File: src/lts_pkg.sv
// Shared types, codes and character tables for the language token scanner.
`timescale 1ns / 1ps
`default_nettype none

package lts_pkg;

   localparam int OFFSET_BITS_DEF = 24;
   localparam int KEYWORD_MAX_LEN = 8;
   localparam int FIELD_W         = 24;
   localparam int DEPTH_W         = 16;
   localparam int IDENT_W         = 8 * KEYWORD_MAX_LEN;

   localparam logic [FIELD_W-1:0] FIELD_MAX = {FIELD_W{1'b1}};

   typedef enum logic [5:0] {
      TK_END = 6'd0, TK_BAD_CHAR, TK_UNTERM_STRING,
      TK_LPAREN, TK_RPAREN, TK_LSQUARE, TK_RSQUARE, TK_COLON, TK_COMMA,
      TK_DOT, TK_MINUS, TK_PLUS, TK_QUESTION, TK_SEMI, TK_SLASH, TK_STAR,
      TK_NEWLINE, TK_BANG, TK_BANG_EQ, TK_EQ, TK_EQ_EQ, TK_GT, TK_GT_EQ,
      TK_LT, TK_LT_EQ, TK_IDENT, TK_STRING, TK_INTEGER, TK_FLOAT,
      TK_KW_AND, TK_KW_ASSOC, TK_KW_BLOCK, TK_KW_BREAK, TK_KW_CLASS,
      TK_KW_CONST, TK_KW_CONTINUE, TK_KW_EACH, TK_KW_ELSE, TK_KW_END,
      TK_KW_FALSE, TK_KW_FUN, TK_KW_FOR, TK_KW_GIVEN, TK_KW_IF, TK_KW_IN,
      TK_KW_IS, TK_KW_NIL, TK_KW_OR, TK_KW_REF, TK_KW_RETURN, TK_KW_STRUCT,
      TK_KW_THIS, TK_KW_TRAIT, TK_KW_TRUE, TK_KW_VAR, TK_KW_WHEN, TK_KW_WHILE
   } token_kind_type;

   typedef enum logic [3:0] {
      MODE_IDLE, MODE_SLASH, MODE_COMMENT, MODE_IDENT, MODE_INT, MODE_FLOAT,
      MODE_STRING, MODE_BANG, MODE_EQ, MODE_GT, MODE_LT
   } scan_mode_type;

   typedef struct packed {
      logic [7:0] char_byte;
      logic       end_of_source;
   } req_type;

   typedef struct packed {
      token_kind_type            token_kind;
      logic [FIELD_W-1:0]        start_offset;
      logic [FIELD_W-1:0]        token_length;
      logic [FIELD_W-1:0]        line_number;
      logic [7:0]                bad_char;
      logic signed [DEPTH_W-1:0] paren_depth;
      logic signed [DEPTH_W-1:0] square_depth;
      logic                      last_of_run;
   } rsp_type;

   // Scanner state apart from the offsets, whose width is a parameter.
   typedef struct packed {
      scan_mode_type             mode;
      logic [FIELD_W-1:0]        line;
      logic [IDENT_W-1:0]        ident;
      logic                      too_long;
      logic signed [DEPTH_W-1:0] round;
      logic signed [DEPTH_W-1:0] square;
   } state_type;

   localparam logic [7:0] CH_SPACE    = 8'h20;
   localparam logic [7:0] CH_TAB      = 8'h09;
   localparam logic [7:0] CH_CR       = 8'h0D;
   localparam logic [7:0] CH_NL       = 8'h0A;
   localparam logic [7:0] CH_QUOTE    = 8'h22;
   localparam logic [7:0] CH_SLASH    = "/";
   localparam logic [7:0] CH_BANG     = "!";
   localparam logic [7:0] CH_EQ       = "=";
   localparam logic [7:0] CH_GT       = ">";
   localparam logic [7:0] CH_LT       = "<";
   localparam logic [7:0] CH_DOT      = ".";
   localparam logic [7:0] CH_LPAREN   = "(";
   localparam logic [7:0] CH_RPAREN   = ")";
   localparam logic [7:0] CH_LSQUARE  = "[";
   localparam logic [7:0] CH_RSQUARE  = "]";
   localparam logic [7:0] CH_COLON    = ":";
   localparam logic [7:0] CH_COMMA    = ",";
   localparam logic [7:0] CH_MINUS    = "-";
   localparam logic [7:0] CH_PLUS     = "+";
   localparam logic [7:0] CH_QUESTION = "?";
   localparam logic [7:0] CH_SEMI     = ";";
   localparam logic [7:0] CH_STAR     = "*";

   function automatic logic is_digit(input logic [7:0] c);
      return (c >= "0") && (c <= "9");
   endfunction

   function automatic logic is_ident_start(input logic [7:0] c);
      return ((c >= "a") && (c <= "z")) || ((c >= "A") && (c <= "Z")) || (c == "_");
   endfunction

   function automatic logic is_space(input logic [7:0] c);
      return (c == CH_SPACE) || (c == CH_TAB) || (c == CH_CR);
   endfunction

   // Single-byte tokens; anything unlisted is a bad character.
   function automatic token_kind_type punct_kind(input logic [7:0] c);
      token_kind_type k;
      case (c)
         CH_LPAREN:   k = TK_LPAREN;
         CH_RPAREN:   k = TK_RPAREN;
         CH_LSQUARE:  k = TK_LSQUARE;
         CH_RSQUARE:  k = TK_RSQUARE;
         CH_COLON:    k = TK_COLON;
         CH_COMMA:    k = TK_COMMA;
         CH_DOT:      k = TK_DOT;
         CH_MINUS:    k = TK_MINUS;
         CH_PLUS:     k = TK_PLUS;
         CH_QUESTION: k = TK_QUESTION;
         CH_SEMI:     k = TK_SEMI;
         CH_STAR:     k = TK_STAR;
         CH_NL:       k = TK_NEWLINE;
         default:     k = TK_BAD_CHAR;
      endcase
      return k;
   endfunction

   function automatic token_kind_type keyword_kind(input logic [IDENT_W-1:0] chars,
                                                  input logic too_long);
      token_kind_type k;
      case (chars)
         IDENT_W'("and"):      k = TK_KW_AND;
         IDENT_W'("assoc"):    k = TK_KW_ASSOC;
         IDENT_W'("block"):    k = TK_KW_BLOCK;
         IDENT_W'("break"):    k = TK_KW_BREAK;
         IDENT_W'("class"):    k = TK_KW_CLASS;
         IDENT_W'("const"):    k = TK_KW_CONST;
         IDENT_W'("continue"): k = TK_KW_CONTINUE;
         IDENT_W'("each"):     k = TK_KW_EACH;
         IDENT_W'("else"):     k = TK_KW_ELSE;
         IDENT_W'("end"):      k = TK_KW_END;
         IDENT_W'("false"):    k = TK_KW_FALSE;
         IDENT_W'("fun"):      k = TK_KW_FUN;
         IDENT_W'("for"):      k = TK_KW_FOR;
         IDENT_W'("given"):    k = TK_KW_GIVEN;
         IDENT_W'("if"):       k = TK_KW_IF;
         IDENT_W'("in"):       k = TK_KW_IN;
         IDENT_W'("is"):       k = TK_KW_IS;
         IDENT_W'("nil"):      k = TK_KW_NIL;
         IDENT_W'("or"):       k = TK_KW_OR;
         IDENT_W'("ref"):      k = TK_KW_REF;
         IDENT_W'("return"):   k = TK_KW_RETURN;
         IDENT_W'("struct"):   k = TK_KW_STRUCT;
         IDENT_W'("this"):     k = TK_KW_THIS;
         IDENT_W'("trait"):    k = TK_KW_TRAIT;
         IDENT_W'("true"):     k = TK_KW_TRUE;
         IDENT_W'("var"):      k = TK_KW_VAR;
         IDENT_W'("when"):     k = TK_KW_WHEN;
         IDENT_W'("while"):    k = TK_KW_WHILE;
         default:              k = TK_IDENT;
      endcase
      if (too_long) begin
         k = TK_IDENT;
      end
      return k;
   endfunction

   // Kind of the token left open in a mode when a byte cannot extend it.
   function automatic token_kind_type flush_kind(input state_type st);
      token_kind_type k;
      case (st.mode)
         MODE_SLASH:  k = TK_SLASH;
         MODE_IDENT:  k = keyword_kind(st.ident, st.too_long);
         MODE_INT:    k = TK_INTEGER;
         MODE_FLOAT:  k = TK_FLOAT;
         MODE_BANG:   k = TK_BANG;
         MODE_EQ:     k = TK_EQ;
         MODE_GT:     k = TK_GT;
         MODE_LT:     k = TK_LT;
         MODE_STRING: k = TK_UNTERM_STRING;
         default:     k = TK_END;
      endcase
      return k;
   endfunction

   function automatic token_kind_type pair_kind(input scan_mode_type mode);
      token_kind_type k;
      case (mode)
         MODE_BANG: k = TK_BANG_EQ;
         MODE_EQ:   k = TK_EQ_EQ;
         MODE_GT:   k = TK_GT_EQ;
         MODE_LT:   k = TK_LT_EQ;
         default:   k = TK_END;
      endcase
      return k;
   endfunction

endpackage

`default_nettype wire

File: src/lts_scan.sv
// Combinational scan step: one word against the scanner state, up to two tokens out.
`timescale 1ns / 1ps
`default_nettype none

module lts_scan #(
   parameter int OFFSET_BITS = lts_pkg::OFFSET_BITS_DEF
) (
   input  lts_pkg::req_type   req,
   input  lts_pkg::state_type st_i,
   input  logic [OFFSET_BITS-1:0] start_i,
   input  logic [OFFSET_BITS-1:0] cur_i,
   output lts_pkg::state_type st_o,
   output logic [OFFSET_BITS-1:0] start_o,
   output logic [OFFSET_BITS-1:0] cur_o,
   output lts_pkg::rsp_type   res0_o,
   output lts_pkg::rsp_type   res1_o,
   output logic [1:0]         res_cnt_o
);
   import lts_pkg::*;

   function automatic logic [FIELD_W-1:0] sat_field(input logic [OFFSET_BITS-1:0] v);
      logic [32:0] ext;
      ext = 33'(v);
      return (ext > 33'(FIELD_MAX)) ? FIELD_MAX : ext[FIELD_W-1:0];
   endfunction

   logic [7:0]             c;
   logic [OFFSET_BITS-1:0] cur_inc;
   logic                   op_mode;
   logic                   pending;
   logic                   do_idle;
   logic                   idle_emit;
   logic                   emit_a;
   logic                   emit_b;
   token_kind_type         kind_b;
   logic [OFFSET_BITS-1:0] start_b;
   logic [OFFSET_BITS-1:0] len_b;
   logic [7:0]             bad_b;
   rsp_type                word_a;
   rsp_type                word_b;
   state_type              st_n;

   assign c       = req.char_byte;
   assign cur_inc = (cur_i == {OFFSET_BITS{1'b1}}) ? cur_i : cur_i + OFFSET_BITS'(1);
   assign op_mode = (st_i.mode == MODE_BANG) || (st_i.mode == MODE_EQ) ||
                    (st_i.mode == MODE_GT)   || (st_i.mode == MODE_LT);
   assign pending = (st_i.mode != MODE_IDLE) && (st_i.mode != MODE_COMMENT);

   // Byte is scanned from the idle mode, after any open token is closed.
   assign do_idle = !req.end_of_source && (
                       (st_i.mode == MODE_IDLE) ||
                       ((st_i.mode == MODE_COMMENT) && (c == CH_NL)) ||
                       ((st_i.mode == MODE_SLASH) && (c != CH_SLASH)) ||
                       ((st_i.mode == MODE_IDENT) && !is_ident_start(c) && !is_digit(c)) ||
                       ((st_i.mode == MODE_INT) && !is_digit(c) && (c != CH_DOT)) ||
                       ((st_i.mode == MODE_FLOAT) && !is_digit(c)) ||
                       (op_mode && (c != CH_EQ)));

   assign idle_emit = !is_space(c) && !is_digit(c) && !is_ident_start(c) &&
                      (c != CH_QUOTE) && (c != CH_SLASH) && (c != CH_BANG) &&
                      (c != CH_EQ) && (c != CH_GT) && (c != CH_LT);

   assign emit_a = pending && (req.end_of_source || do_idle);

   // Next state
   always_comb begin
      st_n    = st_i;
      start_o = start_i;
      cur_o   = cur_i;
      if (req.end_of_source) begin
         st_n.mode     = MODE_IDLE;
         st_n.line     = FIELD_W'(1);
         st_n.ident    = '0;
         st_n.too_long = 1'b0;
         st_n.round    = '0;
         st_n.square   = '0;
         start_o       = '0;
         cur_o         = '0;
      end else if (do_idle) begin
         st_n.mode = MODE_IDLE;
         start_o   = cur_i;
         cur_o     = cur_inc;
         if (is_digit(c)) begin
            st_n.mode = MODE_INT;
         end else if (is_ident_start(c)) begin
            st_n.mode     = MODE_IDENT;
            st_n.ident    = IDENT_W'(c);
            st_n.too_long = 1'b0;
         end else begin
            case (c)
               CH_QUOTE:   st_n.mode = MODE_STRING;
               CH_SLASH:   st_n.mode = MODE_SLASH;
               CH_BANG:    st_n.mode = MODE_BANG;
               CH_EQ:      st_n.mode = MODE_EQ;
               CH_GT:      st_n.mode = MODE_GT;
               CH_LT:      st_n.mode = MODE_LT;
               CH_LPAREN:  st_n.round  = st_i.round + 16'sd1;
               CH_RPAREN:  st_n.round  = st_i.round - 16'sd1;
               CH_LSQUARE: st_n.square = st_i.square + 16'sd1;
               CH_RSQUARE: st_n.square = st_i.square - 16'sd1;
               CH_NL: begin
                  if (st_i.line != FIELD_MAX) begin
                     st_n.line = st_i.line + FIELD_W'(1);
                  end
               end
               default: ;
            endcase
         end
      end else begin
         // Byte extends or completes the open token
         cur_o = cur_inc;
         case (st_i.mode)
            MODE_SLASH:  st_n.mode = MODE_COMMENT;
            MODE_IDENT: begin
               if (st_i.ident[IDENT_W-1 -: 8] != 8'd0) begin
                  st_n.too_long = 1'b1;
               end else begin
                  st_n.ident = {st_i.ident[IDENT_W-9:0], c};
               end
            end
            MODE_INT: begin
               if (c == CH_DOT) begin
                  st_n.mode = MODE_FLOAT;
               end
            end
            MODE_STRING: begin
               if (c == CH_QUOTE) begin
                  st_n.mode = MODE_IDLE;
               end
            end
            MODE_BANG, MODE_EQ, MODE_GT, MODE_LT: st_n.mode = MODE_IDLE;
            default: ;
         endcase
      end
   end

   assign st_o = st_n;

   // Outputs
   always_comb begin
      emit_b  = 1'b0;
      kind_b  = TK_END;
      start_b = cur_i;
      len_b   = '0;
      bad_b   = 8'd0;
      if (req.end_of_source) begin
         emit_b = 1'b1;
      end else if ((st_i.mode == MODE_STRING) && (c == CH_QUOTE)) begin
         emit_b  = 1'b1;
         kind_b  = TK_STRING;
         start_b = start_i;
         len_b   = cur_inc - start_i;
      end else if (op_mode && (c == CH_EQ)) begin
         emit_b  = 1'b1;
         kind_b  = pair_kind(st_i.mode);
         start_b = start_i;
         len_b   = cur_inc - start_i;
      end else if (do_idle && idle_emit) begin
         emit_b = 1'b1;
         kind_b = punct_kind(c);
         if (kind_b == TK_BAD_CHAR) begin
            len_b = OFFSET_BITS'(1);
            bad_b = c;
         end else begin
            len_b = cur_inc - cur_i;
         end
      end

      word_a.token_kind   = flush_kind(st_i);
      word_a.start_offset = sat_field(start_i);
      word_a.token_length = sat_field(cur_i - start_i);
      word_a.line_number  = st_i.line;
      word_a.bad_char     = 8'd0;
      word_a.paren_depth  = st_i.round;
      word_a.square_depth = st_i.square;
      word_a.last_of_run  = !emit_b;

      word_b.token_kind   = kind_b;
      word_b.start_offset = sat_field(start_b);
      word_b.token_length = sat_field(len_b);
      word_b.line_number  = req.end_of_source ? st_i.line   : st_n.line;
      word_b.bad_char     = bad_b;
      word_b.paren_depth  = req.end_of_source ? st_i.round  : st_n.round;
      word_b.square_depth = req.end_of_source ? st_i.square : st_n.square;
      word_b.last_of_run  = 1'b1;

      res0_o    = emit_a ? word_a : word_b;
      res1_o    = word_b;
      res_cnt_o = {1'b0, emit_a} + {1'b0, emit_b};
   end

endmodule

`default_nettype wire

File: src/language_token_scanner_top.sv
// Top level of the language token scanner: state registers and a two-word result buffer.
`timescale 1ns / 1ps
`default_nettype none

// Streaming tokenizer. Feed source text one byte per req word and close it
// with a word that has end_of_source set; the scanner then returns to its
// reset state, so the next source can follow at once. Each token leaves on
// the rsp channel with its kind, start offset, length, line and bracket
// depths; last_of_run marks the final token caused by one req word. A req
// word is scanned in the cycle it is accepted and its tokens are visible on
// rsp the next cycle. Throughput is one req word per cycle while rsp_ready
// is high and no word yields two tokens. The two-word result buffer has a
// single output port, so a word that closes one token and emits another
// (two tokens) keeps req_ready low while the second token drains. Words
// that only extend a token, and whitespace and comment bytes that close no
// token, produce no rsp word at all. Offsets are held at OFFSET_BITS bits
// and saturate; the reported fields saturate at 24 bits.
module language_token_scanner_top #(
   parameter int OFFSET_BITS = lts_pkg::OFFSET_BITS_DEF
) (
   input  logic             clock,
   input  logic             reset,
   input  logic             req_valid,
   output logic             req_ready,
   input  lts_pkg::req_type req_data,
   output logic             rsp_valid,
   input  logic             rsp_ready,
   output lts_pkg::rsp_type rsp_data
);
   import lts_pkg::*;

   // Scanner state
   state_type              st_ff;
   state_type              st_in;
   logic [OFFSET_BITS-1:0] start_ff;
   logic [OFFSET_BITS-1:0] start_in;
   logic [OFFSET_BITS-1:0] cur_ff;
   logic [OFFSET_BITS-1:0] cur_in;

   // Result buffer: slot0 is on the port, slot1 waits behind it
   rsp_type    slot0_ff;
   rsp_type    slot0_in;
   rsp_type    slot1_ff;
   rsp_type    slot1_in;
   logic [1:0] cnt_ff;
   logic [1:0] cnt_in;

   rsp_type    res0;
   rsp_type    res1;
   logic [1:0] res_cnt;
   logic       req_take;
   logic       rsp_take;

   lts_scan #(
      .OFFSET_BITS (OFFSET_BITS)
   ) u_scan (
      .req       (req_data),
      .st_i      (st_ff),
      .start_i   (start_ff),
      .cur_i     (cur_ff),
      .st_o      (st_in),
      .start_o   (start_in),
      .cur_o     (cur_in),
      .res0_o    (res0),
      .res1_o    (res1),
      .res_cnt_o (res_cnt)
   );

   // Take a new word whenever the buffer will be empty after this cycle
   assign rsp_valid = (cnt_ff != 2'd0);
   assign rsp_data  = slot0_ff;
   assign rsp_take  = rsp_valid && rsp_ready;
   assign req_ready = (cnt_ff == 2'd0) || ((cnt_ff == 2'd1) && rsp_ready);
   assign req_take  = req_valid && req_ready;

   always_comb begin
      slot0_in = slot0_ff;
      slot1_in = slot1_ff;
      cnt_in   = cnt_ff;
      if (req_take) begin
         // Load fresh tokens; any word on the port is leaving this cycle
         slot0_in = res0;
         slot1_in = res1;
         cnt_in   = res_cnt;
      end else if (rsp_take) begin
         // Advance the waiting token to the port
         slot0_in = slot1_ff;
         cnt_in   = cnt_ff - 2'd1;
      end
   end

   always_ff @(posedge clock) begin
      if (reset) begin
         st_ff.mode     <= MODE_IDLE;
         st_ff.line     <= FIELD_W'(1);
         st_ff.ident    <= '0;
         st_ff.too_long <= 1'b0;
         st_ff.round    <= '0;
         st_ff.square   <= '0;
         start_ff       <= '0;
         cur_ff         <= '0;
         cnt_ff         <= 2'd0;
      end else begin
         cnt_ff <= cnt_in;
         if (req_take) begin
            st_ff    <= st_in;
            start_ff <= start_in;
            cur_ff   <= cur_in;
         end
      end
   end

   // Payload needs no reset
   always_ff @(posedge clock) begin
      slot0_ff <= slot0_in;
      slot1_ff <= slot1_in;
   end

`ifndef ASSERT_OFF
   // The buffer never holds more than two tokens
   a_cnt_range: assert property (@(posedge clock) disable iff (reset)
      cnt_ff != 2'd3)
      else $error("result buffer count out of range");

   // End of source returns the scanner to its reset state
   a_end_clears: assert property (@(posedge clock) disable iff (reset)
      (req_take && req_data.end_of_source) |=>
         (cur_ff == '0) && (start_ff == '0) && (st_ff.mode == MODE_IDLE) &&
         (st_ff.line == FIELD_W'(1)))
      else $error("scanner state not cleared after end of source");

   // End of source always yields at least the end token
   a_end_emits: assert property (@(posedge clock) disable iff (reset)
      (req_take && req_data.end_of_source) |=> rsp_valid)
      else $error("no token after end of source");

   // A lone buffered token is always the last of its run
   a_last_single: assert property (@(posedge clock) disable iff (reset)
      (cnt_ff == 2'd1) |-> rsp_data.last_of_run)
      else $error("single buffered token not marked last of run");
`endif

endmodule

`default_nettype wire
File: config.mk
export PLATFORM = sky130hd
export DESIGN_NAME = language_token_scanner_top
export DESIGN_NICKNAME = d
export VERILOG_FILES = /design/src/lts_pkg.sv /design/src/lts_scan.sv /design/src/language_token_scanner_top.sv
export SDC_FILE = /design/constraint.sdc
export NUM_CORES = 1
export LEC_CHECK = 0
export ABC_AREA = 1
export BUFFER_PORTS_ARGS = -buffer_cell sky130_fd_sc_hd__clkbuf_2
export CAP_MARGIN = 20
export CORE_MARGIN = 2
export CORE_UTILIZATION = 35
export DETAILED_ROUTE_END_ITERATION = 8
export MAX_ROUTING_LAYER = met4
export SLEW_MARGIN = 10
export SYNTH_ARGS = -nofsm -noshare
export SYNTH_HDL_FRONTEND = slang
export SYNTH_HIERARCHICAL = 1
export SYNTH_SLANG_ARGS = --single-unit
File: constraint.sdc
create_clock -name clock -period 10.8 [get_ports clock]
set_clock_uncertainty 0.2 [all_clocks]
set_input_delay 1.62 -clock clock [delete_from_list [all_inputs] [get_ports clock]]
set_output_delay 1.62 -clock clock [all_outputs]
set_load 0.01 [all_outputs]
=== Yosys cells after proc, flatten, opt, wreduce, memory -nomap -nowiden ===
Cells that the tools add are included.

* Bits in registers: 412
* Input port bits: 13
* Output and inout port bits: 121
* Logic and storage cells: 246

* Add/subtract/negate cells: 11
* Order comparisons: 6
* Eq/ne operators: 78
* Muxes and demuxes: 64
* Reduce and logical (&&, ||, !) cells: 63

{| class="wikitable"
|+ Operators by type and width
! cell !! count
|-
| equality test 64 x 39 -> 1 bit (second input constant) || 9
|-
| equality test 64 x 23 -> 1 bit (second input constant) || 7
|-
| 2-to-1 mux 24 bit || 17
|-
| 2-to-1 mux 119 bit || 3
|-
| equality test 64 x 31 -> 1 bit (second input constant) || 5
|-
| equality test 64 x 15 -> 1 bit (second input constant) || 4
|-
| 2-to-1 mux 65 bit || 3
|-
| case mux 6 bit (28 select lines) || 1
|-
| equality test 8 x 6 -> 1 bit (second input constant) || 17
|-
| equality test 64 x 47 -> 1 bit (second input constant) || 2
|-
| 2-to-1 mux 125 bit || 1
|-
| 2-to-1 mux 121 bit || 1
|-
| subtractor 24 bit || 3
|-
| case mux 5 bit (13 select lines) || 1
|-
| equality test 64 x 63 -> 1 bit (second input constant) || 1
|-
| 2-to-1 mux 32 bit || 2
|-
| 2-to-1 mux 64 bit || 1
|-
| case mux 16 bit (2 select lines) || 2
|-
| inequality test 8 x 6 -> 1 bit (second input constant) || 7
|-
| 2-to-1 mux 6 bit || 9
|-
| case mux 6 bit (9 select lines) || 1
|-
| adder 24 x 1 -> 24 bit (second input constant) || 2
|-
| 2-to-1 mux 8 bit || 5
|-
| adder 16 x 2 -> 16 bit (second input constant) || 2
|-
| 42 further kinds || 116
|}

=== Depth between registers and ports, before layout ===
Gate-level depths: netlist of the first run.

* Depth in word-level cells: 25
* Gate-level depth with buffers: 27
* Depth with buffers taken out: 27

=== Hierarchy ===
Netlist of the first run, hierarchy kept.

{| class="wikitable"
|+ By module, submodules not included
! module !! instances !! cells an instance !! area an instance (um^2) !! seq. area each (um^2)
|-
| lts_scan || 1 || 3089 || 15402.3 || 0.0
|-
| language_token_scanner_top || 1 || 1398 || 14785.4 || 10650.2
|}

=== Least setup slack after synthesis of the first run ===
Ideal clock, no wire load.

* Path type: input to register
* Start: input port rsp_ready
* End: register cnt_ff[0]
* Library setup time: 0.058 ns
* Arrival time: 4.708 ns
* Data required time: 10.542 ns
* Path slack: 5.834 ns
* Cell stages on the path: 6
* Buffers on the path: 0
* Cell sequence: nand2_1 > nand2_1 > o21ai_0 > inv_1 > nand2_1 > inv_1

* Word-level cells in the longest chain between the ends: 4
* Elaborated cells between the ends (all ways): 6
* Classes of those cells: mux: 1; reduce/logical: 5

{| class="wikitable"
|+ Ends and longest elaborated chain
! item !! RTL line !! source
|-
| start: declaration || language_token_scanner_top.sv:27 || <nowiki>input logic rsp_ready,</nowiki>
|-
| logical AND 1 bit || language_token_scanner_top.sv:73 || <nowiki>assign req_ready = (cnt_ff == 2'd0) || ((cnt_ff == 2'd1) && rsp_ready);</nowiki>
|-
| logical OR 1 bit || language_token_scanner_top.sv:73 ||
|-
| logical AND 1 bit || language_token_scanner_top.sv:74 || <nowiki>assign req_take = req_valid && req_ready;</nowiki>
|-
| 2-to-1 mux 2 bit / nonzero test 2 bit (equally long branches) || - ||
|-
| end signal: assignment || language_token_scanner_top.sv:104 || <nowiki>cnt_ff <= cnt_in;</nowiki>
|-
| end: declaration || language_token_scanner_top.sv:45 || <nowiki>logic [1:0] cnt_ff;</nowiki>
|}

Several ways; a longest one is shown, not always the timed one.
A chain may end at the register's enable or synchronous reset.

=== Worst setup path after layout of the first run ===
* Start: input port req_data[4] (netlist name)
* End: register cnt_ff[0]

* Word-level cells in the longest chain between the ends: 19
* Elaborated cells between the ends (all ways): 64
* Classes of those cells: add/sub: 1; order compare: 6; eq/ne: 14; mux: 5; reduce/logical: 38

{| class="wikitable"
|+ Ends and longest elaborated chain
! item !! RTL line !! source
|-
| start: declaration || language_token_scanner_top.sv:25 || <nowiki>input lts_pkg::req_type req_data,</nowiki>
|-
| >= comparator 8 x 7 -> 1 bit (tied with other cells) || lts_pkg.sv:87 || <nowiki>return ((c >= "a") && (c <= "z")) || ((c >= "A") && (c <= "Z")) || (c == "_");</nowiki>
|-
| logical AND 1 bit / logical OR 1 bit (equally long branches) || lts_pkg.sv:87, lts_pkg.sv:91 ||
|-
| logical OR 1 bit, on equally long branches || lts_pkg.sv:87, lts_pkg.sv:91 ||
|-
| logical OR 1 bit / zero test 1 bit (equally long branches) || lts_pkg.sv:87, lts_scan.sv:59 ||
|-
| zero test 1 bit / logical AND 1 bit (equally long branches) || lts_scan.sv:54, lts_scan.sv:59 ||
|-
| logical AND 1 bit, on equally long branches (2 in a row) || lts_scan.sv:54, lts_scan.sv:59 ||
|-
| logical OR 1 bit / logical AND 1 bit (equally long branches) || lts_scan.sv:53, lts_scan.sv:60 ||
|-
| logical OR 1 bit / logical AND 1 bit (equally long branches) || lts_scan.sv:54, lts_scan.sv:60 ||
|-
| (+3 left out) || - ||
|-
| logical AND 1 bit || lts_scan.sv:158 || <nowiki>end else if (do_idle && idle_emit) begin</nowiki>
|-
| 2-to-1 mux 1 bit || lts_scan.sv:158 ||
|-
| 2-to-1 mux 1 bit || lts_scan.sv:153 || <nowiki>end else if (op_mode && (c == CH_EQ)) begin</nowiki>
|-
| 2-to-1 mux 1 bit || lts_scan.sv:148 || <nowiki>end else if ((st_i.mode == MODE_STRING) && (c == CH_QUOTE)) begin</nowiki>
|-
| 2-to-1 mux 1 bit || lts_scan.sv:146 || <nowiki>if (req.end_of_source) begin</nowiki>
|-
| adder 1 x 1 -> 2 bit (*) || lts_scan.sv:189 || <nowiki>res_cnt_o = {1'b0, emit_a} + {1'b0, emit_b};</nowiki>
|-
| named net res_cnt[0] || language_token_scanner_top.sv:50 || <nowiki>logic [1:0] res_cnt;</nowiki>
|-
| 2-to-1 mux 2 bit (*) || language_token_scanner_top.sv:80 || <nowiki>if (req_take) begin</nowiki>
|}

Mark *: on every way through the listed nets, which the timed path passes. The rest lies on a longest branch.

==> results of run 1 <==
-- power by group through the flow --
stage | registers [mW] | logic [mW] | clock network (mW)
global placement | 2.94 | 5.17 | 0
finish | 2.90 | 5.24 | 1.76
global route | 2.98 | 5.87 | 1.87
floorplan | 2.92 | 3.64 | 0
detailed placement | 2.94 | 5.18 | 0
CTS | 2.92 | 5.22 | 1.81
-- final timing paths --
check | from | endpoint | depth (start not counted)
worst max-delay path | req_data[4] | cnt_ff[0] | 23
worst min-delay path | slot1_ff[65] | rsp_data[65] | 2
worst max register to register | cur_ff[0] | rsp_data[88] | 24
worst min register to register | slot1_ff[65] | rsp_data[65] | 2
-- metal layers --
metal  wire length (um)  global-route usage, %  up-vias
met5                  0                      -        -
met4               2230                   5.52        0
met3               4900                   2.32      124
met2              44200                   34.8      738
met1              48000                   31.5    13700
li1                   -                      -    14800
-- cells by family (layout without fill, tap and decap cells) --
logic type / after synthesis / count (layout) / synth area share, %
AO/OA/AOI/OAI: 841 / 841 / 15.7
XOR/XNOR: 101 / 101 / 2.96
adder cells (fa/ha/maj): 108 / 108 / 4.60
buffers and inverters: 599 / 647 / 8.51
flip-flops: 413 / 413 / 35.3
multiplexers: 1 / 1 / 0.0373
other: 2 / 2 / 0.0249
AND/OR/NAND/NOR: 2422 / 2422 / 32.9
-- stage by stage --
step / hold WS (ns) / std cells
5_1_grt: 0.302 / 5679
4_1_cts: 0.285 / 5679
2_1_floorplan: 0.276 / 4487
6_report: 0.293 / 5679
3_3_place_gp: 0.285 / 5585
3_5_place_dp: 0.294 / 5585
-- layout make-up --
| cell class | count | area share [%] |
|---|---|---|
| Multi-Input combinational cell | 3475 | 51.3 |
| Tap cell | 1144 | 4.32 |
| Clock inverter | 27 | 0.954 |
| Inverter | 400 | 4.58 |
| Timing Repair Buffer | 153 | 2.53 |
| Sequential cell | 413 | 32.1 |
| Clock buffer | 67 | 4.24 |
-- registers in the layout, indices dropped and copies added (netlist names) --
signal and flops:
cur_ff 24, start_ff 24, slot1_ff 119, rsp_data 119, cnt_ff 2, st_ff 125
-- worst reg2reg max path, cell delays in order, from the launching register on --
cell and delay [ns]:
dfxtp_1 0.54, ha_1 0.33, nand3_1 0.19, nor3_1 0.40, nand3_1 0.13, nor2_1 0.11
nand2_1 0.10, nand4_1 0.17, nor2_1 0.12, o21ai_0 0.36, nand2_1 0.22, ha_1 0.46
nand2_1 0.10, nor2_1 0.15, inv_1 0.08, nor3_1 0.18, nand2_1 0.07, nand3_1 0.27
xor2_1 0.23, nand3_1 0.12, nand2_1 0.09, nand2_1 0.06, a21oi_1 0.16, nand2_1 0.07
nand2_1 0.09
-- cells in the mapped netlist, drive strengths merged, types with 29 or more instances --
master / number / area [um^2]
buf: 123 / 776
nand3: 223 / 1140
dfxtp: 175 / 3500
o21ai: 559 / 2960
nand2: 1237 / 4690
ha: 103 / 1290
xnor2: 29 / 254
nor2: 766 / 2950
xor2: 72 / 638
clkbuf: 76 / 289
nor3: 79 / 412
a21oi: 144 / 721
inv: 397 / 1490
edfxtp: 238 / 7150
nand4: 51 / 319
o22ai: 31 / 213
o211ai: 44 / 360
-- cells in the final DEF (no fill, tap or decap), types with 6 or more instances in the layout --
| cell type | synthesis | layout |
|---|---|---|
| a21boi_0 | 7 | 7 |
| a21o_1 | 14 | 14 |
| a21oi_1 | 144 | 144 |
| a31oi_1 | 11 | 11 |
| and2_1 | 16 | 16 |
| buf_4 | 25 | 18 |
| clkbuf_1 | 73 | 9 |
| clkbuf_16 | 0 | 51 |
| clkbuf_2 | 3 | 132 |
| clkbuf_8 | 0 | 7 |
| clkinv_1 | 3 | 8 |
| clkinv_2 | 0 | 8 |
| dfxtp_1 | 175 | 175 |
| edfxtp_1 | 238 | 238 |
| ha_1 | 103 | 103 |
| inv_1 | 352 | 351 |
| inv_2 | 44 | 41 |
| nand2_1 | 1226 | 1224 |
| nand2_2 | 8 | 7 |
| nand3_1 | 220 | 220 |
| nand3b_1 | 6 | 6 |
| nand4_1 | 51 | 51 |
| nor2_1 | 749 | 749 |
| nor2_2 | 10 | 10 |
| nor2_4 | 7 | 7 |
| nor3_1 | 77 | 77 |
| nor4_1 | 19 | 19 |
| o211ai_1 | 38 | 38 |
| o211ai_2 | 6 | 6 |
| o21ai_0 | 433 | 433 |
| o21ai_1 | 82 | 82 |
| o21ai_2 | 44 | 44 |
| o21bai_1 | 10 | 10 |
| o22ai_1 | 28 | 28 |
| o31ai_1 | 8 | 8 |
| or2_2 | 14 | 14 |
| xnor2_1 | 29 | 29 |
| xor2_1 | 71 | 71 |
==> impl_metrics.ini, run 1 <==
[status]
status = complete, no violations

[die]
row_count = 107
die_x_um = 298
initial_core_util_pct = 35.4
io_pins = 134
die_area_um2 = 88600
die_h_um = 298
coreArea_um2 = 85300

[setup_path]
startpoint_type = primary input
crit_fanout = 100
r2r_setup_slack_ns = 5.70
cpPeakStageDelay_ns = 0.91
cp-end-kind = flop
crit_family = buffers and inverters
path_common_cell = nand2_1
critPathRequiredTime_ns = 11.13
crit_path_cell_trace = clkbuf_2 -> inv_2 -> nor2_2 -> nand2_2 -> nor2_4 -> buf_4 -> nand2_1 -> nand2_1 -> nor2_1 -> nand2_1 -> inv_2 -> nand2_4 -> inv_2 -> buf_4 -> nand2_1 -> buf_4 -> nand2_8 -> inv_2 -> ha_1 -> nand3_1 -> nand3_1 -> nand2_1 -> inv_1
crit_buf_inv = 9
cp_slowest_cell = inv_2
worstPathArrival_ns = 6.34
path_class = in2reg

[pwr]
ir_drop_v = 0.000144
pwr_density_cell_nw_per_um2 = 299
power.share.clock_pct = 17.8
p_seq_share_pct = 29.3
cell_internal_pwr_mw = 5.05
pwr-share-comb_pct = 52.9
power.leakage_nw = 13.8
switching_share_pct = 49.1
switchingPower_mw = 4.86
finalPower_mw = 9.91

[place]
place_hpwl_um = 69300
routabilityCongestion = 0.978
postPlaceCellArea_um2 = 31400
pre_cts_ws_ns = 4.16
port_buffers = 133

[global_routing]
grtUsageTotal_pct = 22.5
antenna_found_initial = 0
gr-total-overflow = 0
first_global_vias = 27400
grt_pass1_wl_um = 157000
grt_max_degree = 209

[clock_tree]
numCtsBuffers = 50
clkSinkCount = 413
htree_levels = 2
cts_setup_buffers = 0
cts_root_buffer = clkbuf_16
cts_hold_buf = 0
clk_latency_ns = 0.64
cts_buffer_depth = 3
ctsResizeCount = 0
cts_tree = done
cts.clk_slew.worst_paths_ns = 0.07

[final_layout]
seq_area_um2 = 10700
drive_gt1_share_pct = 8.49
diodes = 0
n_fill_cell = 9243
final_area_um2 = 33200
area_growth_pct = 9.88
fin_util_pct = 38.9
multi_input_area_um2 = 17000
final_nets = 4614

[sta]
setup_viol = 0
slew_headroom_pct = 28.2
layout_setup_ws_ns = 4.79
rsz0062_at_grt = false
tns_ns = 0
worst_slew_pin_slew_ns = 1.08
finalHoldViolCount = 0
fmax_mhz = 166
min_period_ns = 6.01
period_share_pct = 55.7
drv_slew = 0

[drt]
vias = 29300
ant_nets = 0
drtIter0Drc = 2462
firstDrtPassIters = 6
viasPerCell = 5.16
drc = 0
wirelength_um = 99300
wl_per_cell_um = 17.5

[yosys]
syn_nets = 4608
synth_ff_type = edfxtp_1
avgSynthCellArea_um2 = 6.73
synth-seq-cells = 413
synth_area_um2 = 30200
async_flop_share_pct = 0
ys_seq_area_share_pct = 35.3
synth_warnings = 6
synth_edf_count = 238
syn_inst = 4487
yosysUniqueCellTypes = 61

[flow_run]
max_cap_violations = 0

[hold_path]
hp-class = reg2reg
No activity file was read; power rests on OpenSTA's default activity.
==> run 2, diff against run 1 <==
==> constraint.sdc (replaced) <==
create_clock -name clock -period 5.85 [get_ports clock]
set_clock_uncertainty 0.2 [all_clocks]
set_input_delay 0.8775 -clock clock [delete_from_list [all_inputs] [get_ports clock]]
set_output_delay 0.8775 -clock clock [all_outputs]
set_load 0.01 [all_outputs]
==> run 2 against run 1 <==
Against the previous run:
- via count increased by 0.34%
- cell count increased by 0.35%
- largest power group unchanged
- sequential power increased by 82%
- non-clock buffer count increased by 14
==> impl_metrics.ini, run 2 (synthesis gave the netlist of run 1 again) <==
[setup_path]
reg2reg_from = cur_ff[1]
reg2reg_to = rsp_data[86]
cp-endpoint = rsp_data[86]
worstPathArrival_ns = 4.93
critPathRequiredTime_ns = 6.02
setup.worst_path.start = cur_ff[1]
ff2ff_path_depth = 22
startpoint_type = flop
path_class = reg2reg
crit_fanout = 9
r2r_setup_slack_ns = 1.09
cp-end-kind = flop

[drt]
wl_per_cell_um = 17.4
viasPerCell = 5.16
firstDrtPassIters = 6
wl_met3_um = 5940
wirelength_um = 99300
ant_nets = 0
vias = 29400
drc = 0
highest_layer = met4
wl_met2_um = 43900
drt-met1-wl_um = 46700
drtIter0Drc = 2426

[final_layout]
area_growth_pct = 10.2
seq_area_um2 = 10700
multi_input_area_um2 = 17000
final_nets = 4629
largest_register_ffs = 125
drive_gt1_share_pct = 8.77
final_cell_mix = 1224 x nand2_1, 749 x nor2_1, 433 x o21ai_0
regMostFlops = st_ff
final_area_um2 = 33300
fin_util_pct = 39.0
final_common_cell = nand2_1
n_fill_cell = 9138

[die]
die_h_um = 298
coreArea_um2 = 85300
initial_core_util_pct = 35.4
row_count = 107
io_pins = 134
die_x_um = 298
die_area_um2 = 88600

[global_routing]
antenna_found_initial = 4
grt_pass1_wl_um = 156000
grtUsageTotal_pct = 22.5
first_global_vias = 27400
grt_max_degree = 145
gr-total-overflow = 0

[status]
status = complete, no violations

[clock_tree]
numCtsBuffers = 51
cts_hold_buf = 0
htree_levels = 2
clk_latency_ns = 0.63
cts_setup_buffers = 0
cts_root_buffer = clkbuf_16
cts_tree = done
clkSinkCount = 413
cts.clk_slew.worst_paths_ns = 0.08
ctsResizeCount = 0
cts_buffer_depth = 3

[place]
routabilityCongestion = 0.951
place_hpwl_um = 71400
port_buffers = 133
postPlaceCellArea_um2 = 31600
pre_cts_ws_ns = 1.09

[sta]
period_share_pct = 81.3
worst_slew_pin_slew_ns = 1.06
min_period_ns = 4.76
tns_ns = 0
rsz0062_at_grt = false
finalHoldViolCount = 0
slew_headroom_pct = 29.7
fmax_mhz = 210
setup_viol = 0
layout_setup_ws_ns = 1.09
drv_slew = 0

[pwr]
pwr_density_cell_nw_per_um2 = 553
finalPower_mw = 18.4
power.leakage_nw = 13.9
ir_drop_v = 0.000261

[flow_run]
max_cap_violations = 0

[hold_path]
hp-start = slot1_ff[69]
hp-class = reg2reg
run 2: worst min path at each step:
stage	cells past startpoint	slack [ns]	end
2_1_floorplan	2	0.28	st_ff[39]
3_3_place_gp	2	0.29	start_ff[18]
3_5_place_dp	2	0.29	start_ff[21]
4_1_cts	2	0.27	rsp_data[116]
5_1_grt	2	0.32	rsp_data[116]
6_report	2	0.29	rsp_data[69]
run 2: metal layers:
metal	vias up	GRT usage (%)
li1	14800	-
met1	13600	30.6
met2	826	34.8
met3	147	3.21
met4	0	6.43
met5	-	-
run 2: through the flow:
stage / std cells / hold WS, ns
after global placement: 5599 / 0.286
after floorplan: 4487 / 0.276
after detailed placement: 5599 / 0.294
final: 5699 / 0.287
after CTS: 5695 / 0.275
after global routing: 5699 / 0.316
run 2: final cells by class:
class                           count  area share [%]
Clock inverter                     34            1.06
Timing Repair Buffer              167            2.96
Inverter                          400            4.56
Multi-Input combinational cell   3475            51.1
Tap cell                         1144            4.30
Clock buffer                       62            3.99
Sequential cell                   413            32.0
Antenna cell                        4          0.0301
run 2: power breakdown:
| group | switching, mW | leakage [nW] | internal [mW] |
|---|---|---|---|
| registers | 0.741 | 3.80 | 4.54 |
| logic | 6.95 | 9.30 | 2.94 |
| clock network | 1.38 | 0.825 | 1.86 |
run 2: critical path, cell delays in order, from the launching register on:
cell,delay [ns]
dfxtp_1,0.49
ha_1,0.27
nand3_1,0.15
inv_1,0.13
nand2_1,0.10
nor2_1,0.19
nand2_1,0.24
o21ai_0,0.58
inv_1,0.16
ha_1,0.33
nand2_1,0.05
nor3_1,0.18
nor2_1,0.10
o21ai_0,0.53
nand4_1,0.23
nand2_1,0.13
nand2_1,0.05
nand3_1,0.08
o21ai_1,0.08
nand2_1,0.07
nand2_1,0.06
nand2_1,0.07
nand2_1,0.05
